### src/hdl/vertex_transform_backface_cull_defines.svh
// assertion macros for the vertex transform block
`ifndef VERTEX_TRANSFORM_BACKFACE_CULL_DEFINES_SVH
`define VERTEX_TRANSFORM_BACKFACE_CULL_DEFINES_SVH
`ifndef SYNTHESIS
`define VTB_ASSERT(label, clk, rst_n, prop, msg) \
  label: assert property (@(posedge clk) disable iff (!rst_n) (prop)) else $error(msg);
`define VTB_ASSERT_RST(label, clk, prop, msg) \
  label: assert property (@(posedge clk) (prop)) else $error(msg);
`else
`define VTB_ASSERT(label, clk, rst_n, prop, msg)
`define VTB_ASSERT_RST(label, clk, prop, msg)
`endif
`endif

### src/hdl/vtb_pkg.sv
// shared types and constants for the vertex transform block
`timescale 1ns / 1ps
`default_nettype none
package vtb_pkg;
  localparam int unsigned FracBitsDefault = 16;
  localparam int unsigned NumRegs = 8;
  localparam int unsigned RegIdxW = 3;
  localparam int unsigned CfgW = 64;
  localparam int unsigned InDataW = 128;
  localparam int unsigned OutDataW = 160;
  localparam logic signed [31:0] SatMax = 32'sh7fffffff;
  localparam logic signed [31:0] SatMin = 32'sh80000000;

  // one transformed corner
  typedef struct packed {
    logic [15:0]        v;
    logic [15:0]        u;
    logic signed [31:0] w;
    logic signed [31:0] z;
    logic signed [31:0] y;
    logic signed [31:0] x;
  } corner_t;

  // saturate a wide signed value to 32 bits
  function automatic logic signed [31:0] sat32(input logic signed [79:0] v);
    logic signed [31:0] r;
    begin
      if (v > 80'sh7fffffff) r = SatMax;
      else if (v < -80'sh80000000) r = SatMin;
      else r = v[31:0];
      return r;
    end
  endfunction
endpackage
`default_nettype wire

### src/hdl/vtb_div.sv
// radix-2 restoring divider, one quotient bit per cycle, signed with saturation
`timescale 1ns / 1ps
`default_nettype none
module vtb_div #(
  parameter int unsigned FracBits = vtb_pkg::FracBitsDefault
) (
  input  wire logic               clk_i,
  input  wire logic               rst_ni,
  input  wire logic               start_i,
  input  wire logic signed [31:0] num_i,
  input  wire logic signed [31:0] den_i,
  output logic                    done_o,
  output logic signed [31:0]      quo_o
);
  import vtb_pkg::*;
  localparam int unsigned NumW = 32 + FracBits;
  localparam int unsigned CntW = $clog2(NumW + 1);

  logic [NumW-1:0] num_q, num_d;
  logic [NumW-1:0] quo_q, quo_d;
  logic [32:0]     rem_q, rem_d;
  logic [31:0]     den_q, den_d;
  logic            neg_q, neg_d;
  logic            busy_q, busy_d;
  logic [CntW-1:0] cnt_q, cnt_d;
  logic [33:0]     trial;
  logic [32:0]     shifted;
  logic signed [NumW:0] sq;

  // one shift-subtract step per cycle
  always_comb begin
    num_d = num_q; quo_d = quo_q; rem_d = rem_q; den_d = den_q;
    neg_d = neg_q; busy_d = busy_q; cnt_d = cnt_q; done_o = 1'b0;
    shifted = {rem_q[31:0], num_q[NumW-1]};
    trial = {1'b0, shifted} - {2'b00, den_q};
    if (start_i) begin
      num_d = (num_i[31] ? NumW'(-$signed({{FracBits{1'b1}}, num_i})) :
              NumW'({{FracBits{1'b0}}, num_i})) << FracBits;
      den_d = den_i[31] ? 32'(-den_i) : den_i;
      neg_d = num_i[31] ^ den_i[31];
      rem_d = '0; quo_d = '0; cnt_d = CntW'(NumW); busy_d = 1'b1;
    end else if (busy_q) begin
      num_d = num_q << 1;
      if (!trial[33]) begin
        rem_d = trial[32:0]; quo_d = {quo_q[NumW-2:0], 1'b1};
      end else begin
        rem_d = shifted; quo_d = {quo_q[NumW-2:0], 1'b0};
      end
      cnt_d = cnt_q - 1'b1;
      if (cnt_q == CntW'(1)) begin
        busy_d = 1'b0; done_o = 1'b1;
      end
    end
  end

  // apply sign and saturate
  assign sq = neg_q ? -$signed({1'b0, quo_d}) : $signed({1'b0, quo_d});
  assign quo_o = sat32(80'(sq));

  always_ff @(posedge clk_i or negedge rst_ni) begin
    if (!rst_ni) begin
      busy_q <= 1'b0; cnt_q <= '0;
    end else begin
      busy_q <= busy_d; cnt_q <= cnt_d;
    end
  end
  always_ff @(posedge clk_i) begin
    num_q <= num_d; quo_q <= quo_d; rem_q <= rem_d; den_q <= den_d; neg_q <= neg_d;
  end
endmodule
`default_nettype wire

### config.mk
export PLATFORM = sky130hd
export DESIGN_NAME = vtb_div
export DESIGN_NICKNAME = d
export VERILOG_FILES = /design/src/hdl/vertex_transform_backface_cull_defines.svh /design/src/hdl/vtb_pkg.sv /design/src/hdl/vtb_div.sv
export SDC_FILE = /design/constraint.sdc
export NUM_CORES = 1
export LEC_CHECK = 0
export ABC_AREA = 1
export BUFFER_PORTS_ARGS = -buffer_cell sky130_fd_sc_hd__buf_4
export CAP_MARGIN = 10
export CORE_UTILIZATION = 55
export DETAILED_ROUTE_END_ITERATION = 6
export PLACE_DENSITY = 0.78
export SETUP_SLACK_MARGIN = 0.5
export SYNTH_ARGS = -nofsm -noshare
export SYNTH_HDL_FRONTEND = slang
export SYNTH_SLANG_ARGS = --single-unit
### constraint.sdc
create_clock -name clk_i -period 3.9 [get_ports clk_i]
set_input_delay 0.195 -clock clk_i [delete_from_list [all_inputs] [get_ports clk_i]]
set_output_delay 0.195 -clock clk_i [all_outputs]
set_load 0.005 [all_outputs]
---- Word-level counts from Yosys, hierarchy flattened ----
Index checks and enable logic that the tools add are counted.
cells by class
  magnitude comparators ................... 2
  reductions and logical operators ........ 1
  add/subtract/negate cells ............... 5
  equal/unequal tests ..................... 1
  $mul .................................... 0
  shift operators ......................... 0
  multiplexer cells ....................... 19
  bitwise gates (word level) .............. 1
  div/mod/pow operators ................... 0
operators with widths
  kind                    count
  $mux W48                4
  $mux W32                4
  $neg A32 Y32            2
  $gt A49 B32 Y1 const B  1
  $lt A49 B32 Y1 const B  1
  $mux W49                1
  $neg A48 Y49            1
  $sub A33 B32 Y34        1
  $mux W31                1
  $mux W6                 2
  $mux W1                 7
  $eq A6 B1 Y1 const B    1
  $sub A6 B1 Y6 const B   1
  $reduce_bool A2 Y1      1
  $xor A1 B1 Y1           1
word-level totals
  memory bits (read-only) ................. 0
  output and inout bits ................... 33
  bits in latches ......................... 0
  bits in writable memories ............... 0
  flip-flop bits (word level) ............. 152
  logic and storage cells ................. 37
  input port bits ......................... 67
  memories ................................ 0

---- Logic depth before layout (Yosys ltp) ----
  depth after elaboration ................. 9
  gate-level depth with buffers ........... 38
  mapped depth without buffers ............ 37

---- Least setup slack after synthesis ----
No wires, ideal clock.
  path type ............................... reg2out
  start ................................... register den_q[2]
  end ..................................... output port quo_o[19]
  data required time ...................... 3.705 ns
  slack ................................... 0.085 ns
  stages on the path, launching flop included .. 38
  buffers on the path ..................... 1
  arrival ................................. 3.620 ns
  cells stage by stage .................... edfxtp_1 inv_1 ha_1 nand2_1 nand2_1 nand2_1 nand2_1 nand2_1 nand3_1 nand2_1 nand2_1 nand2_1 nand2_1 nand2_1 nand2_1 inv_1 ha_1 nand3_1 [... 2 more ...] inv_2 nand2_1 inv_1 nand2_1 nor2_1 nand2_1 nand2_1 nand2_1 nand2_1 nand2_1 nor3_1 nand3_1 nor2_1 nand2_1 o21ai_4 buf_6 nand2_1 nand2_1
between the ends
  cells in the longest elaborated chain, start to end .. 9
  elaborated cells on any way between the ends .. 10
RTL lines
  item                      line           RTL
  start: declaration        vtb_div.sv:22  logic [31:0] den_q, den_d;
  start signal: assignment  vtb_div.sv:68  num_q <= num_d; quo_q <= quo_d; rem_q <= rem_d; den_q <= den_d; neg_q <= neg_d;
  $sub A33 B32 Y34 *        vtb_div.sv:35  trial = {1'b0, shifted} - {2'b00, den_q};
  $mux W1 *                 vtb_div.sv:44  if (!trial[33]) begin
  $mux W48 *                vtb_div.sv:42  end else if (busy_q) begin
  $mux W48 *                vtb_div.sv:36  if (start_i) begin
  named net quo_d[0]        vtb_div.sv:20  logic [NumW-1:0] quo_q, quo_d;
  $neg A48 Y49              vtb_div.sv:57  assign sq = neg_q ? -$signed({1'b0, quo_d}) : $signed({1'b0, quo_d});
  $mux W49 *                vtb_div.sv:57
  $lt A49 B32 Y1            vtb_pkg.sv:29  else if (v < -80'sh80000000) r = SatMin;
  $mux W32                  vtb_pkg.sv:29
  $mux W32 *                vtb_pkg.sv:28  if (v > 80'sh7fffffff) r = SatMax;
  end: declaration          vtb_div.sv:13  output logic signed [31:0] quo_o
Mark *: on every way through the listed nets, which the timed path passes. The rest lies on a longest branch.

---- Final worst setup path ----
  start ................................... register den_q[4]
  end ..................................... output port quo_o[14]
Same word-level chain as after synthesis.

==> results.cfg <==
[status]
outcome = finished, violations left
violations = negative setup slack

[power]
leakage_nw = 7.24
peakVddDrop_mv = 0.311
p_per_area_nw_per_um2 = 579

[finish]
fin_area_um2 = 14600
area_growth_pct = 31.4
num_antenna_cells = 0
nets = 1989
final_util_pct = 74.4
final_common_cell = nand2_1
drive_above_1_share_pct = 24.9
fin_cells = 2162
final_cell_mix = 478 x nand2_1, 257 x buf_4, 175 x inv_1

[setup_path]
cp_slowest_cell = edfxtp_1
regToRegEndpoint = rem_q[5]
cp.arrival_ns = 4.61
reg2reg_depth = 33
r2r_start = den_q[4]
r2r_slack_ns = -0.84
endpoint_kind = output pin
cp_top_family = simple AND/OR/NAND/NOR gates
critPathMaxStageDelay_ns = 0.41
worst_path_most_repeated_cell = nand2_2
cp_num_buf_inv = 5
crit_type = register to output pin
cp.required_ns = 3.70
cp-start-kind = register
path_max_fanout = 8

[synthesis]
synth_nets = 1747
synth_edf_count = 65
synth_cell_types = 54
ys_seq_elements = 152
syn_area_um2 = 11100
async_flop_share_pct = 4.61
post-synth-top-area-cell = edfxtp_1
yosys_warnings = 0
syn_inst = 1642
synth.avg_cell_area_um2 = 6.75
synth_ff_type = dfxtp_1
synth_area_leaders = edfxtp_1 18%, nand2_1 18%, dfxtp_1 14%
yosysTopAreaCellShare_pct = 17.6
seq_area_frac_synth_pct = 33.6

[route]
wl_mm = 34.6
ant_nets = 0
routed-via-count = 11900
viasPerCell = 5.51
drt-wirelength-per-cell_um = 16.0
drcViolationCount = 0
drtIter0Drc = 1014
dr.pass1.iters = 6

[timing]
timing.final.ws_setup_ns = -0.907
finClkSkew_ns = 0.00952
period_minus_slack_ns = 4.81
tightest_slew_ns = 0.652
maxSlewHeadroom_pct = 56.2
fin_crit_sh_pct = 123
max_clock_freq_mhz = 208
fin_hold_ws_ns = 0.0574
rsz0062_at_grt = true
slew_viol_final = 0
hold_viol = 0
setup_viol = 33

[min_path]
min_from = den_i[30]
hold_class = input pin to register
min_delay_path_depth = 2
whs_endpoint = den_q[31]

[global_route]
antenna_found_initial = 0
grt-ovfl-total = 0
track_usage_pct = 32.0
grt_pass1_vias = 10700
grt_max_degree = 65
grt_pass1_wl_mm = 51.6

[cts]
clkLatencyLatePin_ns = 0.43
clock_sink_count = 152
cts_tree = done
htreeDepth = 4
cts_buffers = 17
clockBufferDepth = 2
clkTransAtPathRegs_ns = 0.06
cts_root_buf = clkbuf_16

[floorplan]
die_area_um2 = 20700
core_um2 = 19600
fp.dieH_um = 144
io_pins = 100
rows = 51
start_util_pct = 56.6
dieWidth_um = 144

[place]
place.gp.congestion = 1.01
placed_cells = 2072
port_buffers = 99
place_area_um2 = 12900
hpwl_mm = 23.1

[run]
maxCapViolCount = 0
==> report_power, final <==
| part | internal (mW) | switching, mW |
|---|---|---|
| combinational | 2.21 | 2.48 |
| sequential | 1.89 | 0.159 |
| clock | 0.958 | 0.740 |
==> layer usage <==
| layer | vias to the layer above | share of wire [%] | track usage, % |
|---|---|---|---|
| met5 | - | 0 | 0 |
| met4 | 0 | 5.0 | 16.2 |
| met3 | 150 | 6.4 | 5.66 |
| met2 | 530 | 47 | 53.0 |
| met1 | 5429 | 41 | 39.9 |
| li1 | 5795 | - | - |
==> cell families (layout without fill, tap and decap cells) <==
kind of cell	after synthesis	after routing	synth area share (%)
fa+ha+maj	38	38	4.35
simple gates	853	853	31.8
compound gates	245	245	13.0
flops	152	152	33.6
buf+inv	257	512	9.56
xor+xnor	97	97	7.66
==> cells in the mapped netlist (8+ instances only) <==
cell / instances
nand2_1: 518
inv_1: 193
nor2_1: 164
o21ai_0: 108
nand3_1: 83
dfxtp_1: 80
edfxtp_1: 65
a21oi_1: 61
xor2_1: 61
ha_1: 37
xnor2_1: 36
nor3_1: 25
clkbuf_1: 24
nand4_1: 23
o22ai_1: 15
nor2_2: 11
buf_6: 9
buf_1: 8
buf_2: 8
inv_2: 8
==> worst reg2reg max path: cells and delay by family (launching register included) <==
| kind | cells | cell delay, ns |
|---|---|---|
| compound gates | 3 | 0.54 |
| buf+inv | 26 | 3.16 |
| flops | 1 | 0.41 |
| simple gates | 2 | 0.18 |
| xor+xnor | 1 | 0.15 |
| fa+ha+maj | 1 | 0.21 |
==> how the worst max path moves through the flow <==
stage	startpoint	endpoint	slack, ns	depth (start not counted)
CTS	den_q[13]	quo_o[10]	-0.56	32
finish	den_q[4]	quo_o[14]	-0.91	35
floorplan	den_q[2]	quo_o[19]	0.28	37
global placement	den_q[12]	quo_o[10]	-0.21	34
detailed placement	den_q[12]	quo_o[24]	-0.25	34
global route	den_q[4]	quo_o[8]	-1.08	36
==> through the flow <==
step / setup WS [ns] / total power [mW] / TNS (ns)
after CTS: -0.563 / 7.73 / -17.77
after global routing: -1.08 / 8.94 / -34.82
after floorplan: 0.282 / 4.26 / 0
final: -0.907 / 8.44 / -29.22
after detailed placement: -0.251 / 5.66 / -6.86
after global placement: -0.211 / 5.58 / -6.19
==> state kept, by name (all words and copies together), names as in the netlist <==
signal / flops
rem_q: 32
den_q: 32
quo_q: 48
num_q: 32
neg_q: 1
cnt_q: 6
busy_q: 1
==> repair_timing <==
| action | 4_1_cts | 5_1_grt |
|---|---|---|
| hold buffers | 2 | 0 |
| cloned | 2 | 3 |
| pin swaps | 13 | 49 |
| gates resized for setup | 33 | 109 |
| setup buffers | 39 | 12 |
| setup endpoints to repair | 35 | 37 |
| hold endpoints to repair | 8 | 0 |
==> area by class of cell <==
| cell class | instances | area [um^2] |
|---|---|---|
| clock buffers | 17 | 425 |
| well taps | 265 | 332 |
| multi-input cells | 1233 | 6930 |
| repair buffers | 276 | 2230 |
| flip-flops and latches | 152 | 3730 |
| fillers | 1498 | 5020 |
| clock inverters | 15 | 164 |
| inverters | 204 | 771 |
Note: power is estimated with default switching activity, not from simulation.
